File: config.mk
export PLATFORM = sky130hd
export DESIGN_NAME = double_ended_queue
export DESIGN_NICKNAME = d
export VERILOG_FILES = /design/src/sv/deq_pkg.sv /design/src/sv/deq_ram.sv /design/src/sv/deq_datapath.sv /design/src/sv/deq_ctrl.sv /design/src/sv/double_ended_queue.sv
export SDC_FILE = /design/constraint.sdc
export NUM_CORES = 1
export LEC_CHECK = 0
export ABC_AREA = 1
export BUFFER_PORTS_ARGS = -buffer_cell sky130_fd_sc_hd__clkbuf_2
export CELL_PAD_IN_SITES_DETAIL_PLACEMENT = 1
export CELL_PAD_IN_SITES_GLOBAL_PLACEMENT = 2
export CORE_MARGIN = 5
export CORE_UTILIZATION = 45
export CTS_CLUSTER_SIZE = 16
export DETAILED_ROUTE_END_ITERATION = 8
export HOLD_SLACK_MARGIN = 0.1
export PLACE_DENSITY = 0.92
export SYNTH_ARGS = -nofsm -noshare
export SYNTH_HDL_FRONTEND = slang
export SYNTH_SLANG_ARGS = --single-unit
File: constraint.sdc
create_clock -name clk_i -period 8.7 [get_ports clk_i]
set_input_delay 2.175 -clock clk_i [delete_from_list [all_inputs] [get_ports clk_i]]
set_output_delay 2.175 -clock clk_i [all_outputs]
set_load 0.005 [all_outputs]
File: src/sv/deq_pkg.sv
// Package with the shared constants, codes, types and ring arithmetic of the deque.
`timescale 1ns / 1ps
`default_nettype none

package deq_pkg;

  localparam int DEPTH  = 32;
  localparam int DATA_W = 32;
  localparam int PTR_W  = $clog2(DEPTH);
  localparam int CNT_W  = $clog2(DEPTH + 1);
  localparam int CMD_W  = 3;
  localparam int STAT_W = 2;

  localparam logic [CMD_W-1:0] CMD_PUSH_FRONT = 3'd0;
  localparam logic [CMD_W-1:0] CMD_PUSH_BACK  = 3'd1;
  localparam logic [CMD_W-1:0] CMD_POP_FRONT  = 3'd2;
  localparam logic [CMD_W-1:0] CMD_POP_BACK   = 3'd3;
  localparam logic [CMD_W-1:0] CMD_READ_ALL   = 3'd4;

  localparam logic [STAT_W-1:0] ST_OK    = 2'd0;
  localparam logic [STAT_W-1:0] ST_EMPTY = 2'd1;
  localparam logic [STAT_W-1:0] ST_FULL  = 2'd2;

  typedef struct packed {
    logic              push_front;
    logic              push_back;
    logic              pop_front;
    logic              pop_back;
    logic              list_step;
    logic              res_valid;
    logic [STAT_W-1:0] res_status;
    logic              res_last;
    logic              res_from_ram;
  } dp_cmd_t;

  typedef struct packed {
    logic empty;
    logic full;
    logic list_last;
  } dp_stat_t;

  function automatic logic [PTR_W-1:0] ring_add(input logic [PTR_W-1:0] base,
                                                input logic [CNT_W-1:0] off);
    logic [CNT_W:0] sum;
    sum = (CNT_W+1)'(base) + (CNT_W+1)'(off);
    if (sum >= (CNT_W+1)'(DEPTH)) begin
      sum = sum - (CNT_W+1)'(DEPTH);
    end
    return sum[PTR_W-1:0];
  endfunction

endpackage

`default_nettype wire

File: src/sv/deq_ram.sv
// Generic single-write, single-read RAM with a registered read port.
`timescale 1ns / 1ps
`default_nettype none

module deq_ram #(
  parameter int WIDTH = 32,
  parameter int DEPTH = 32
) (
  input  wire logic                     clk_i,
  input  wire logic                     we_i,
  input  wire logic [$clog2(DEPTH)-1:0] waddr_i,
  input  wire logic [WIDTH-1:0]         wdata_i,
  input  wire logic                     re_i,
  input  wire logic [$clog2(DEPTH)-1:0] raddr_i,
  output logic      [WIDTH-1:0]         rdata_o
);

  logic [WIDTH-1:0] mem_q [DEPTH];

  always_ff @(posedge clk_i) begin
    if (we_i) begin
      mem_q[waddr_i] <= wdata_i;
    end
    if (re_i) begin
      rdata_o <= mem_q[raddr_i];
    end
  end

endmodule

`default_nettype wire

File: src/sv/deq_datapath.sv
// Datapath of the deque: ring store, front pointer, count, list index and result register.
`timescale 1ns / 1ps
`default_nettype none

module deq_datapath (
  input  wire logic                          clk_i,
  input  wire logic                          rst_ni,
  input  wire deq_pkg::dp_cmd_t              cmd_i,
  input  wire logic signed [deq_pkg::DATA_W-1:0] value_i,
  output deq_pkg::dp_stat_t                  stat_o,
  output logic                               strobe_o,
  output logic signed [deq_pkg::DATA_W-1:0]  element_o,
  output logic [deq_pkg::STAT_W-1:0]         status_o,
  output logic                               last_o
);

  import deq_pkg::*;

  logic [PTR_W-1:0]  front_q, front_d;
  logic [CNT_W-1:0]  count_q, count_d;
  logic [PTR_W-1:0]  idx_q, idx_d;
  logic [PTR_W-1:0]  front_dec;
  logic              we, re;
  logic [PTR_W-1:0]  waddr, raddr;
  logic [DATA_W-1:0] rdata;
  logic              valid_q;
  logic [STAT_W-1:0] status_q;
  logic              last_q;
  logic              from_ram_q;

  assign front_dec = (front_q == '0) ? PTR_W'(DEPTH - 1) : front_q - 1'b1;

  assign stat_o.empty     = (count_q == '0);
  assign stat_o.full      = (count_q == CNT_W'(DEPTH));
  assign stat_o.list_last = (CNT_W'(idx_q) == count_q - 1'b1);

  always_comb begin
    front_d = front_q;
    count_d = count_q;
    idx_d   = idx_q;
    we      = 1'b0;
    re      = 1'b0;
    waddr   = ring_add(front_q, count_q);
    raddr   = ring_add(front_q, CNT_W'(idx_q));
    if (cmd_i.push_front) begin
      we      = 1'b1;
      waddr   = front_dec;
      front_d = front_dec;
      count_d = count_q + 1'b1;
    end
    if (cmd_i.push_back) begin
      we      = 1'b1;
      count_d = count_q + 1'b1;
    end
    if (cmd_i.pop_front) begin
      re      = 1'b1;
      raddr   = front_q;
      front_d = ring_add(front_q, CNT_W'(1));
      count_d = count_q - 1'b1;
    end
    if (cmd_i.pop_back) begin
      re      = 1'b1;
      raddr   = ring_add(front_q, count_q - 1'b1);
      count_d = count_q - 1'b1;
    end
    if (cmd_i.list_step) begin
      re    = 1'b1;
      idx_d = stat_o.list_last ? '0 : idx_q + 1'b1;
    end
  end

  deq_ram #(
    .WIDTH(DATA_W),
    .DEPTH(DEPTH)
  ) u_ram (
    .clk_i  (clk_i),
    .we_i   (we),
    .waddr_i(waddr),
    .wdata_i(value_i),
    .re_i   (re),
    .raddr_i(raddr),
    .rdata_o(rdata)
  );

  always_ff @(posedge clk_i or negedge rst_ni) begin
    if (!rst_ni) begin
      front_q    <= '0;
      count_q    <= '0;
      idx_q      <= '0;
      valid_q    <= 1'b0;
      status_q   <= ST_OK;
      last_q     <= 1'b0;
      from_ram_q <= 1'b0;
    end else begin
      front_q    <= front_d;
      count_q    <= count_d;
      idx_q      <= idx_d;
      valid_q    <= cmd_i.res_valid;
      status_q   <= cmd_i.res_status;
      last_q     <= cmd_i.res_last;
      from_ram_q <= cmd_i.res_from_ram;
    end
  end

  assign strobe_o  = valid_q;
  assign element_o = from_ram_q ? $signed(rdata) : '0;
  assign status_o  = status_q;
  assign last_o    = last_q;

endmodule

`default_nettype wire

File: src/sv/deq_ctrl.sv
// Controller of the deque: decodes each request and sequences the read-out of all elements.
`timescale 1ns / 1ps
`default_nettype none

module deq_ctrl (
  input  wire logic                      clk_i,
  input  wire logic                      rst_ni,
  input  wire logic                      start_i,
  input  wire logic [deq_pkg::CMD_W-1:0] command_i,
  input  wire deq_pkg::dp_stat_t         stat_i,
  output deq_pkg::dp_cmd_t               cmd_o,
  output logic                           busy_o
);

  import deq_pkg::*;

  localparam logic S_IDLE = 1'b0;
  localparam logic S_LIST = 1'b1;

  logic state_q, state_d;
  logic accept;

  assign busy_o = (state_q == S_LIST);
  assign accept = start_i && !busy_o;

  always_comb begin
    cmd_o   = '0;
    state_d = state_q;
    case (state_q)
      S_IDLE: begin
        if (accept) begin
          case (command_i)
            CMD_PUSH_FRONT, CMD_PUSH_BACK: begin
              cmd_o.res_valid = 1'b1;
              cmd_o.res_last  = 1'b1;
              if (stat_i.full) begin
                cmd_o.res_status = ST_FULL;
              end else begin
                cmd_o.res_status = ST_OK;
                cmd_o.push_front = (command_i == CMD_PUSH_FRONT);
                cmd_o.push_back  = (command_i == CMD_PUSH_BACK);
              end
            end
            CMD_POP_FRONT, CMD_POP_BACK: begin
              cmd_o.res_valid = 1'b1;
              cmd_o.res_last  = 1'b1;
              if (stat_i.empty) begin
                cmd_o.res_status = ST_EMPTY;
              end else begin
                cmd_o.res_status   = ST_OK;
                cmd_o.res_from_ram = 1'b1;
                cmd_o.pop_front    = (command_i == CMD_POP_FRONT);
                cmd_o.pop_back     = (command_i == CMD_POP_BACK);
              end
            end
            CMD_READ_ALL: begin
              cmd_o.res_valid = 1'b1;
              if (stat_i.empty) begin
                cmd_o.res_status = ST_EMPTY;
                cmd_o.res_last   = 1'b1;
              end else begin
                cmd_o.res_status   = ST_OK;
                cmd_o.res_from_ram = 1'b1;
                cmd_o.list_step    = 1'b1;
                cmd_o.res_last     = stat_i.list_last;
                if (!stat_i.list_last) begin
                  state_d = S_LIST;
                end
              end
            end
            default: begin
              cmd_o = '0;
            end
          endcase
        end
      end
      S_LIST: begin
        cmd_o.res_valid    = 1'b1;
        cmd_o.res_status   = ST_OK;
        cmd_o.res_from_ram = 1'b1;
        cmd_o.list_step    = 1'b1;
        cmd_o.res_last     = stat_i.list_last;
        if (stat_i.list_last) begin
          state_d = S_IDLE;
        end
      end
      default: begin
        state_d = S_IDLE;
      end
    endcase
  end

  always_ff @(posedge clk_i or negedge rst_ni) begin
    if (!rst_ni) begin
      state_q <= S_IDLE;
    end else begin
      state_q <= state_d;
    end
  end

endmodule

`default_nettype wire

File: src/sv/double_ended_queue.sv
// Top level of the bounded double-ended queue of signed 32-bit values.
//
//   Channel   Handshake               Fields
//   request   start_i high, busy_o low   command_i, value_i
//   result    strobe_o, one cycle        element_o, status_o, last_o
//
// Each result is registered and appears in the cycle after the request or read step that causes it.
// A push or pop leaves busy_o low, so a new request may follow at once.
// Read all reads the ring store once per element through the single read port and holds
// busy_o high after its request until the read step for the last held element.
// Reset clears the pointer, the count and the controller; the store needs no clearing.
// The receiver cannot stall: every result is taken in the cycle it is shown.
`timescale 1ns / 1ps
`default_nettype none

module double_ended_queue (
  input  wire logic                                 clk_i,
  input  wire logic                                 rst_ni,
  input  wire logic                                 start_i,
  output logic                                      busy_o,
  input  wire logic [deq_pkg::CMD_W-1:0]            command_i,
  input  wire logic signed [deq_pkg::DATA_W-1:0]    value_i,
  output logic                                      strobe_o,
  output logic signed [deq_pkg::DATA_W-1:0]         element_o,
  output logic [deq_pkg::STAT_W-1:0]                status_o,
  output logic                                      last_o
);

  import deq_pkg::*;

  dp_cmd_t  cmd;
  dp_stat_t stat;

  deq_ctrl u_ctrl (
    .clk_i    (clk_i),
    .rst_ni   (rst_ni),
    .start_i  (start_i),
    .command_i(command_i),
    .stat_i   (stat),
    .cmd_o    (cmd),
    .busy_o   (busy_o)
  );

  deq_datapath u_dp (
    .clk_i    (clk_i),
    .rst_ni   (rst_ni),
    .cmd_i    (cmd),
    .value_i  (value_i),
    .stat_o   (stat),
    .strobe_o (strobe_o),
    .element_o(element_o),
    .status_o (status_o),
    .last_o   (last_o)
  );

endmodule

`default_nettype wire

* Yosys cells after proc, flatten, opt, wreduce, memory -nomap -nowiden *
Memory sizes are Yosys's and may differ from the RTL's. A register that Yosys moved wholly into a read port is not among the register bits.
Index checks and enable logic that the tools add are counted.

operators by class
  add/subtract/negate cells = 12
  magnitude comparators = 4
  eq/ne operators = 6
  mux-type cells = 42
  bitwise operators = 1
  reduce and logical (&&, ||, !) cells = 10

operators by type and width
  cell                                                                                  count
  5-bit 2-to-1 mux                                                                      11
  32-bit 2-to-1 mux                                                                     1
  5-bit by 1-bit subtractor with 5-bit output (second input constant)                   5
  6-bit 2-to-1 mux                                                                      4
  1-bit 2-to-1 mux                                                                      15
  5-bit by 6-bit adder with 7-bit output                                                2
  7-bit by 6-bit greater-or-equal comparator with 1-bit output (second input constant)  2
  6-bit greater-or-equal comparator (second input constant)                             2
  2-bit 2-to-1 mux                                                                      6
  4-bit one-hot mux with 3 select lines                                                 1
  6-bit one-hot mux with 2 select lines                                                 1
  10-bit 2-to-1 mux                                                                     1
  5-bit by 1-bit adder with 6-bit output (second input constant)                        1
  5-bit by 5-bit adder with 6-bit output                                                1
  6-bit by 1-bit adder with 6-bit output (second input constant)                        1
  3-bit by 2-bit equality test with 1-bit output (second input constant)                2
  5-bit by 6-bit equality test with 1-bit output                                        1
  6-bit equality test (second input constant)                                           1
  6-bit logical NOT                                                                     1
  6-bit by 1-bit subtractor with 6-bit output (second input constant)                   1
  5-bit by 1-bit adder with 5-bit output (second input constant)                        1
  5-bit logical NOT                                                                     1
  4-bit 2-to-1 mux                                                                      1
  4-bit nonzero test                                                                    1
  other kinds (10)                                                                      11

word-level totals
  register bits = 22
  memory bits (writable) = 1,024
  input bits = 38
  output and inout port bits = 37
  logic and storage cells = 84
  memories = 1

memory list
  name              words  bits a word  rd ports  clocked after memory_dff  write ports  RTL line       source
  u_dp.u_ram.mem_q  32     32           1         1                         1            deq_ram.sv:18  logic [WIDTH-1:0] mem_q [DEPTH];

* Logic depth before layout (Yosys ltp) *
  word-level depth = 10
  gate-level depth with buffers = 16
  gate-level depth less buffers = 14

* Modules after synthesis *
From an unflattened synthesis, not the netlist that was laid out.

second synthesis, totals
  cell total of the unflattened synthesis = 3,916
  area total of the unflattened synthesis = 45,122.0 um^2

modules (own cells, without submodules)
  module        instances  cells an instance  area each (um^2)  sequential area each (um^2)
  deq_ram       1          3,536              42,726.0          31,710.4
  deq_datapath  1          342                2,204.6           525.5
  deq_ctrl      1          38                 191.4             25.0

* Worst setup path before layout *
OpenSTA, ideal clock, no wires.

  path type = input -> register
  start = input port start_i
  end = memory u_dp.u_ram.mem_q[0][0], enable pin
  library setup time = 0.421 ns
  arrival time = 4.739 ns
  required time = 8.279 ns
  slack = 3.539 ns
  stages = 10
  buffers on the path = 0
  cell sequence = nand2_1 inv_1 nand2_1 nor2_2 inv_1 o21ai_0 nand2_1 inv_1 nand2_1 nor2_1

on the way
  cells in the longest elaborated chain, start to end = 7
  elaborated cells on any way between the ends = 8
  classes of those cells = mux (7); reduce/logical (1)

RTL lines
  what                                    RTL line                  source
  start, declared                         double_ended_queue.sv:19  input wire logic start_i,
  1-bit logical AND *                     deq_ctrl.sv:24            assign accept = start_i && !busy_o;
  10-bit 2-to-1 mux *                     deq_ctrl.sv:31            if (accept) begin
  4-bit 2-to-1 mux *                      deq_ctrl.sv:29            case (state_q)
  1-bit 2-to-1 mux                        deq_datapath.sv:45        if (cmd_i.push_front) begin
  1-bit 2-to-1 mux                        deq_datapath.sv:51        if (cmd_i.push_back) begin
  1-bit 2-to-1 mux                        deq_ram.sv:21             if (we_i) begin
  1-bit 2-to-1 mux (implied by the code)  deq_ram.sv:22             mem_q[waddr_i] <= wdata_i;
  end, declared                           deq_ram.sv:18

Mark *: on every way between the ends. The rest lies on a longest branch, timed or not.

* Worst setup path after layout *
  start = input port command_i[0] in the netlist's numbering
  end = memory u_dp.u_ram.mem_q[21][10], enable pin

on the way
  cells in the longest elaborated chain, start to end = 9
  elaborated cells on any way between the ends = 12
  classes of those cells = eq/ne (1); mux (9); reduce/logical (2)

RTL lines
  what                                                                                 RTL line                                        source
  start, declared                                                                      double_ended_queue.sv:21                        input wire logic [deq_pkg::CMD_W-1:0] command_i,
  3-bit by 1-bit equality test with 1-bit output or 3-bit logical NOT (tied branches)  deq_ctrl.sv:32, deq_ctrl.sv:41, deq_ctrl.sv:40
  2-bit OR reduction or 2-bit 2-to-1 mux (tied branches)                               deq_ctrl.sv:32, deq_ctrl.sv:36
  2-bit 2-to-1 mux *                                                                   deq_ctrl.sv:32                                  case (command_i)
  10-bit 2-to-1 mux *                                                                  deq_ctrl.sv:31
  4-bit 2-to-1 mux *                                                                   deq_ctrl.sv:29
  1-bit 2-to-1 mux                                                                     deq_datapath.sv:45
  1-bit 2-to-1 mux                                                                     deq_datapath.sv:51
  1-bit 2-to-1 mux                                                                     deq_ram.sv:21
  1-bit 2-to-1 mux (implied by the code)                                               deq_ram.sv:22

Marked as above.

==> impl_summary.log <==
INFO  metric skew = 31.30 ps
INFO  metric grt_remaining_overflow = 0
INFO  metric cts-hold-fix-buffers = 0
INFO  metric synthCells = 4621
INFO  metric boundaryPins = between 70 and 80
INFO  metric core.rowCount = 120
INFO  metric critPathKind = in2reg
INFO  metric route.met3.wl = approximately 13000 um
INFO  metric routedWlPerCell = 27.04 um
INFO  metric first_iter_violations = 3882
INFO  metric cts.sink_count = ~1.1k
INFO  metric multi_input_comb_area = 12610 um2
INFO  metric critPathTopFamily = simple AND/OR/NAND/NOR gates
INFO  metric grt_start_max_net_pins = approximately 190
INFO  metric seq_area_frac_synth = roughly two thirds
INFO  metric ys_types = 36
INFO  metric drt-met1-wl = 65050 um
INFO  metric port_buffers = between 70 and 80
INFO  metric area_growth_syn_to_layout = 9.955%
INFO  metric max_cap_violations = 0
INFO  metric rsz0062_at_grt = no
INFO  metric syn-cell-area = 48400 um2
INFO  metric cts_tree = done
INFO  metric grt_pass1_wl = approximately 240000 um
INFO  metric later_pin_clock_latency_in_the_skew_report = 710 ps
INFO  metric route.top_layer_used = met5
INFO  metric ant_nets = 0
INFO  metric die_height = around 340 um
INFO  metric cts_max_level = 3
INFO  metric routed_via_density = 5.997
INFO  metric dpl-instance-area = approximately 50000 um2
INFO  metric report.final.hold_viol_count = 0
INFO  metric grt_util_all_layers = 28.19%
INFO  metric relSlewSlack = approximately 12%
INFO  metric critical_path.max_fanout = 18
INFO  metric status = finished, final reports clean
INFO  metric synth_nets = 4679
INFO  metric synth_mux_area_share = 0%
INFO  metric initial_utilization = a little under half
INFO  metric wl = 163200 um
INFO  metric yosys.area_share.adder = less than 1%
INFO  metric worst_setup_path_end_kind = flop
INFO  metric drc = 0
INFO  metric crit_path_max_incr_delay = approximately 1100 ps
INFO  metric yosys_warnings = 0
INFO  metric cts-root-to-sink-buffers = 3
INFO  metric cts_post_setup_buffers_inserted = 0
INFO  metric synthesis.area_per_instance = between 10 and 15 um2
INFO  metric register_area = approximately 32000 um2
INFO  metric antenna_found_initial = 8
INFO  metric clkSlewWorstSetupHoldPaths = roughly 60 ps
INFO  metric startpoint_type = input port
INFO  metric finalNetCount = 4599
INFO  metric route.vias.total = 36.19k
INFO  metric timing.final.max_slew_violations = 0
INFO  metric grt_pass1_vias = around 38k
INFO  metric timing.setup.tns = 0 ps
INFO  metric cp_common_cell = sky130_fd_sc_hd__inv_1
INFO  metric post_cts_resized = 0
INFO  metric post_synth_and_or_nand_nor_area_fraction = 23.56%
INFO  metric total_cts_buffers = 110
INFO  metric slowest_stage_cell_crit_path = sky130_fd_sc_hd__nor2_4
INFO  metric place_worst_setup_slack = roughly 2600 ps
INFO  metric path_cells = clkbuf_2 > nor2_1 > inv_1 > nor2_1 > inv_1 > nor2_2 > inv_1 > a21oi_1 > nand3_1 > nor2_4 > buf_4
INFO  metric drt_pass1_iterations = 5
INFO  metric slew_at_the_pin_closest_to_its_max_slew_limit = between 1000 and 1500 ps
INFO  metric ys_seq_elements = about 1.1k
INFO  metric fillers = ~12k
INFO  metric dr_wl_met2 = 77150 um
INFO  metric core_area = 106900 um2
INFO  metric path_buf_inv = 5
INFO  metric floorplan.die_area = 114200 um2
INFO  metric die_width = approximately 340 um
INFO  metric final_cell_area = ~53000 um2
INFO  metric finalCritPeriodShare = a little over three fifths
INFO  metric synth-xor-area-share = less than 1%
INFO  metric layout-drive-gt1-share = ~7.2%
INFO  metric worst_hold_path_type = reg2reg
INFO  metric fin_ws = between 3000 and 4000 ps
INFO  metric clock_tree.root_cell = sky130_fd_sc_hd__clkbuf_16
INFO  metric required = about 9000 ps
INFO  metric period_minus_slack = 5449 ps
INFO  metric critPathArrivalTime = roughly 5800 ps
INFO  metric place_hpwl = around 86000 um
INFO  metric maxClockFrequency = about 0.18 GHz
INFO  metric synth_top_family_by_area = simple AND/OR/NAND/NOR gates
INFO  metric setup_viol = 0
INFO  metric routabilityCongestion = between 0.8 and 0.9
INFO  metric synth-compound-area-share = less than 1%
INFO  metric final_util = 49.79%
==> cell usage after synthesis, drive strengths merged <==
master  instances  area [um2]
a21boi          1       7.510
a21oi          18       90.09
a31o            1       8.760
a31oi           1       6.260
a32o            1       10.01
and3            2       12.51
buf           179       949.7
clkbuf        149       559.3
dfrtp          22       550.5
edfxtp       1056       31710
fa              3       60.06
ha             17       212.7
inv           623        2338
nand2        1252        4707
nand3         667        3361
nand4         483        3034
nor2           59       239.0
nor3            5       25.02
o211ai          2       15.01
o21ai          47       235.2
o221ai          1       8.760
o22ai           3       18.77
or2             4       25.02
xnor2           6       52.55
xor2           19       166.4
==> stage by stage <==
stage,hold slack [ps],instances
floorplan,501.5,4621
global placement,516.5,5832
detailed placement,513.1,5832
CTS,532.0,6033
global route,559.4,6035
finish,525.0,6035
==> sequential cells by signal, indices dropped and copies added, names as in the netlist <==
name and count:
u_dp.strobe_o 1, u_dp.front_q 5, u_ctrl.busy_o 1, u_dp.u_ram.rdata_o 32
u_dp.count_q 6, u_dp.status_o 2, u_dp.from_ram_q 1, u_dp.u_ram.mem_q 1024
u_dp.idx_q 5, u_dp.last_o 1
==> path summary, 6_finish.rpt <==
path / startpoint / endpoint / slack (ps) / cells after the start
worst min register to register: u_ctrl.busy_o / u_dp.strobe_o / 520 / 1
worst max-delay path: command_i[0] / u_dp.u_ram.mem_q[21][10] / 3250 / 11
worst min-delay path: u_ctrl.busy_o / u_dp.strobe_o / 520 / 1
worst max register to register: u_dp.count_q[0] / u_dp.u_ram.mem_q[21][10] / 3910 / 12
max in group asynchronous: rst_ni / u_dp.from_ram_q / 6750 / 1
min in group asynchronous: rst_ni / u_dp.count_q[2] / 1500 / 1
==> per-layer routing <==
metal / track usage (%) / up-vias
met5: 0 / -
met1: 37.60 / 18400
met3: 5.237 / 396
met2: 45.63 / 1669
li1: - / 15720
met4: 12.01 / 6
==> area by class of cell <==
cell class	instances	share of cell area (%)
multi-input combinational	2592	23.70
clock inverter	62	0.7335
timing repair buffer	136	1.805
sequential	1078	60.62
inverter	623	4.422
antenna	2	0.009404
clock buffer	139	5.416
tap	1403	3.298
==> cells by family after synthesis <==
| kind of cell | count (synthesis) |
|---|---|
| adders and majority gates | 20 |
| xor gates and xnor gates | 25 |
| DFF | 1078 |
| AOI/OAI and AO/OA | 75 |
| and+or+nand+nor | 2472 |
| buffers and inverters | 951 |
==> placed cells by master, fill, tap and decap left out, types with 10 or more instances in the layout <==
cell type	synthesis	final
sky130_fd_sc_hd__a21oi_1	18	18
sky130_fd_sc_hd__buf_12	0	10
sky130_fd_sc_hd__buf_4	15	52
sky130_fd_sc_hd__clkbuf_1	149	28
sky130_fd_sc_hd__clkbuf_16	0	111
sky130_fd_sc_hd__clkbuf_2	0	74
sky130_fd_sc_hd__clkinv_1	0	34
sky130_fd_sc_hd__clkinv_2	0	17
sky130_fd_sc_hd__dfrtp_1	22	21
sky130_fd_sc_hd__edfxtp_1	1056	1056
sky130_fd_sc_hd__ha_1	17	17
sky130_fd_sc_hd__inv_1	618	616
sky130_fd_sc_hd__nand2_1	1249	1246
sky130_fd_sc_hd__nand3_1	664	664
sky130_fd_sc_hd__nand4_1	481	481
sky130_fd_sc_hd__nor2_1	56	24
sky130_fd_sc_hd__nor2_4	2	34
sky130_fd_sc_hd__o21ai_0	34	34
sky130_fd_sc_hd__o21ai_1	13	13
sky130_fd_sc_hd__xor2_1	19	19
Power is not shown: default switching activity piles up to over one toggle a cycle in this logic, so the estimate is an artifact.
